==> config.mk <==
export PLATFORM = sky130hd
export DESIGN_NAME = bcpu_apb_regs
export DESIGN_NICKNAME = d
export VERILOG_FILES = /design/src/sv/bcpu_pkg.sv /design/src/sv/bcpu_apb_regs.sv
export SDC_FILE = /design/constraint.sdc
export NUM_CORES = 1
export LEC_CHECK = 0
export ABC_AREA = 1
export BUFFER_PORTS_ARGS = -buffer_cell sky130_fd_sc_hd__buf_2
export CAP_MARGIN = 20
export CELL_PAD_IN_SITES_DETAIL_PLACEMENT = 1
export CELL_PAD_IN_SITES_GLOBAL_PLACEMENT = 1
export CORE_UTILIZATION = 23
export CTS_BUF_LIST = sky130_fd_sc_hd__clkbuf_16
export DETAILED_ROUTE_END_ITERATION = 10
export PLACE_DENSITY_LB_ADDON = 0.15
export SLEW_MARGIN = 20
export SYNTH_ARGS = -nofsm -noshare
export SYNTH_HDL_FRONTEND = slang
export SYNTH_SLANG_ARGS = --single-unit
==> constraint.sdc <==
create_clock -name i_clk -period 1.1 [get_ports i_clk]
set_clock_uncertainty 0.15 [all_clocks]
set_input_delay 0.22 -clock i_clk [delete_from_list [all_inputs] [get_ports i_clk]]
set_output_delay 0.22 -clock i_clk [all_outputs]
set_load 0.05 [all_outputs]
==> src/sv/bcpu_pkg.sv <==
`timescale 1ns / 1ps
`default_nettype none
// ----------------------------------------------------------------------------
// bcpu_pkg
// Shared types and constants of the bit cursor pack/unpack block.
// ----------------------------------------------------------------------------
package bcpu_pkg;

    localparam int DATA_W = 64;
    localparam int CNT_W  = 7;
    localparam int POS_W  = 16;
    localparam int OFS_W  = 17;
    localparam int ACT_W  = 3;
    localparam int CUR_W  = 17;
    localparam int WIN_W  = 72;
    localparam int NB_W   = 4;
    localparam int APB_AW = 2;
    localparam int APB_DW = 32;

    localparam logic [CNT_W-1:0]  MAX_ACCESS_BITS   = 7'd64;
    localparam logic [7:0]        BYTE_MASK         = 8'hFF;
    localparam logic [2:0]        BIT_IN_BYTE       = 3'h7;
    localparam logic [APB_AW-1:0] REG_BUFFER_BITS   = 2'd0;
    localparam logic [15:0]       BUFFER_BITS_RESET = 16'd32768;

    typedef enum logic [ACT_W-1:0] {
        ACT_READ     = 3'd0,
        ACT_WRITE    = 3'd1,
        ACT_SEEK_ABS = 3'd2,
        ACT_SEEK_REL = 3'd3,
        ACT_ZERO_PAD = 3'd4,
        ACT_CLEAR    = 3'd5
    } t_action;

    typedef enum logic [2:0] {
        ST_INIT,
        ST_IDLE,
        ST_RUN,
        ST_CLEAR,
        ST_DONE
    } t_state;

endpackage

`default_nettype wire

==> src/sv/bcpu_apb_regs.sv <==
`timescale 1ns / 1ps
`default_nettype none
// ----------------------------------------------------------------------------
// bcpu_apb_regs
// APB register file holding the buffer size in bits.
// ----------------------------------------------------------------------------
module bcpu_apb_regs (
    input  logic                          i_clk,
    input  logic                          i_rst_n,
    input  logic                          psel,
    input  logic                          penable,
    input  logic                          pwrite,
    input  logic [bcpu_pkg::APB_AW-1:0]   paddr,
    input  logic [bcpu_pkg::APB_DW-1:0]   pwdata,
    output logic [bcpu_pkg::APB_DW-1:0]   prdata,
    output logic                          pready,
    output logic [15:0]                   o_buffer_bits
);

    logic [15:0] r_buffer_bits;

    always_ff @(posedge i_clk) begin
        if (!i_rst_n) begin
            r_buffer_bits <= bcpu_pkg::BUFFER_BITS_RESET;
        end else if (psel && penable && pwrite && paddr == bcpu_pkg::REG_BUFFER_BITS) begin
            r_buffer_bits <= pwdata[15:0];
        end
    end

    always_comb begin
        unique case (paddr)
            bcpu_pkg::REG_BUFFER_BITS: prdata = {16'd0, r_buffer_bits};
            default:                   prdata = '0;
        endcase
    end

    assign pready        = 1'b1;
    assign o_buffer_bits = r_buffer_bits;

endmodule

`default_nettype wire

==> reports/metrics.csv <==
stage;metric;value;unit
outcome;status;complete, but fails checks;
outcome;failed_checks;setup timing;
sta;setup_ws;-0.173;ns
drt;firstDrtPassIters;3;
layout;final_cells;277;
floorplan;core_area;4090;µm²
global_route;grt_start_max_net_pins;17;
clock_tree;clock_path_buffers;2;
setup_path;critical_path_arrival;0.90;ns
pwr;ir_worst_vdd;0.000433;V
setup_path;path_class;flop to output pin;
worst_hold_path;hold_path.class;input pin to flop;
layout;drive_above_1_share;57.3;%
setup_path;cp.required;0.73;ns
synthesis;ys_seq_area_share;32.0;%
sta;fin_setup_tns;-3.75;ns
synthesis;syn_avg_cell_area;6.25;µm²
layout;multi_input_area;604;µm²
sta;max_freq;0.785;GHz
synthesis;synth_warnings;0;
clock_tree;tritoncts;done;
setup_path;cp_max_fo;3;
layout;final_cell_mix;nor2_1 (28), buf_8 (27), buf_2 (20);
drt;wl_per_cell;12.2;µm
floorplan;die_area;4610;µm²
global_route;grt_usage;14.4;%
drt;drtIter0Drc;11;
pwr;power.density;888;nW/µm²
floorplan;fp.dieH;67.9;µm
synthesis;synth_cells;160;
clock_tree;clk_pin_slew;0.05;ns
placement;io_buffers;54;
sta;layout_min_cycle_time;1.27;ns
setup_path;end_kind;output pin;
setup_path;crit_path_start_kind;flop;
synthesis;syn-cell-area;1000;µm²
synthesis;synth.distinct_cells;16;
flow_run;max_cap_viol_count;0;
layout;syn_to_final_growth;104;%
drt;vias_per_cell;4.14;
floorplan;die_width;67.9;µm
floorplan;start_util;24.5;%
floorplan;io_pins;88;
sta;report.final.slew_viol_count;0;
layout;fin_nets;267;
drt;wl;3370;µm
layout;largest_reg_flops;16;
clock_tree;ctsHoldBuffers;0;
clock_tree;cts_num_sinks;16;
synthesis;ys_ff_latch;16;
placement;dp_hpwl;2240;µm
sta;hold_viol;0;
placement;globalplace.congestion;0.612;
layout;num_antenna_cells;0;
floorplan;num_rows;23;
global_route;gr-total-overflow;0;
global_route;grt_pass1_vias;1008;
sta;setup_viol;32;
drt;drc;0;
drt;ant_nets;0;
sta;finalCritPeriodShare;116;%
layout;seq_area;380;µm²
pwr;p_leak;0.934;nW
global_route;antenna_found_initial;0;
drt;vias;1148;
clock_tree;clock_latency;0.25;ns
clock_tree;cts-root-buf;clkbuf_16;
global_route;grt_pass1_wl;4760;µm
layout;final_common_cell;nor2_1;
placement;dp.cells;261;
pwr;total_power;1.81;mW
clock_tree;cts_max_level;1;
sta;rsz0062_at_grt;true;
clock_tree;cts_made_buffers;3;
layout;fillers;483;
==> path summary, 6_finish.rpt <==
| kind | endpoint | slack [ns] | start | cells after the start |
|---|---|---|---|---|
| setup / recovery | prdata[10] | -0.17 | o_buffer_bits[10]$_SDFFE_PN0P_ | 3 |
| hold / removal | o_buffer_bits[15]$_SDFFE_PN1P_ | 0.04 | pwdata[15] | 3 |
| setup reg to reg | o_buffer_bits[3]$_SDFFE_PN0P_ | 0.23 | o_buffer_bits[3]$_SDFFE_PN0P_ | 3 |
| hold reg to reg | o_buffer_bits[5]$_SDFFE_PN0P_ | 0.35 | o_buffer_bits[5]$_SDFFE_PN0P_ | 2 |
==> layer usage <==
layer	up-vias	GRT usage, %	share of wire [%]
li1	566	-	-
met4	0	6.25	1.4
met1	534	16.7	41
met3	4	1.67	4.5
met5	-	0	0
met2	44	26.3	53
==> synth_stat cells <==
cell	count	area [µm²]
nor2_1	46	173
inv_1	32	120
buf_4	17	128
nand2_1	17	63.8
dfxtp_1	16	320
nand3_1	16	80.1
buf_2	3	15.0
buf_6	2	22.5
conb_1	2	7.51
inv_2	2	7.51
nor2_2	2	12.5
clkbuf_1	1	3.75
nand2_4	1	11.3
nand3_2	1	10.0
nor2_8	1	20.0
o21ai_0	1	5.00
==> through the flow <==
stage	hold slack (ns)	util, %	worst slack, ns	area (µm²)
2_1_floorplan	0.195	-	-0.103	1280
3_3_place_gp	0.288	36.3	-0.338	1480
3_5_place_dp	0.300	36.3	-0.367	1480
4_1_cts	0.0418	45.7	-0.168	1870
5_1_grt	0.0492	49.8	-0.198	2040
6_report	0.0418	49.8	-0.173	2040
==> cell type report <==
type	count	share of cell area, %
repair buffers	69	36.9
inverters	34	7.80
multi-input cells	104	29.7
flip-flops and latches	16	18.7
well taps	50	3.07
clock buffers	3	3.69
clock inverters	1	0.184
==> worst max-delay path: stages (launching register included) <==
cell,delay (ns)
dfxtp_4,0.37
inv_4,0.04
nor2_4,0.09
buf_6,0.16
==> power by group <==
group	switching (mW)	total, mW	internal (mW)
Clock	0.241	0.724	0.483
Combinational	0.348	0.508	0.159
Sequential	0.0152	0.578	0.563
==> timing repair <==
action,4_1_cts,5_1_grt
endpoints found under the setup margin,48,40
pin swaps,6,11
buffers inserted,2,8
endpoints found under the hold margin,0,0
gates resized for setup,90,31
cloned,2,0
==> kinds of logic (layout without fill, tap and decap cells) <==
logic type / after synthesis / count (layout) / synth area share, %
other: 2 / 17 / 0.751
AOI/OAI and AO/OA: 1 / 1 / 0.500
and+or+nand+nor: 84 / 86 / 37.0
buffers and inverters: 57 / 107 / 29.7
DFF: 16 / 16 / 32.0
(Power assumes the default switching activity.)
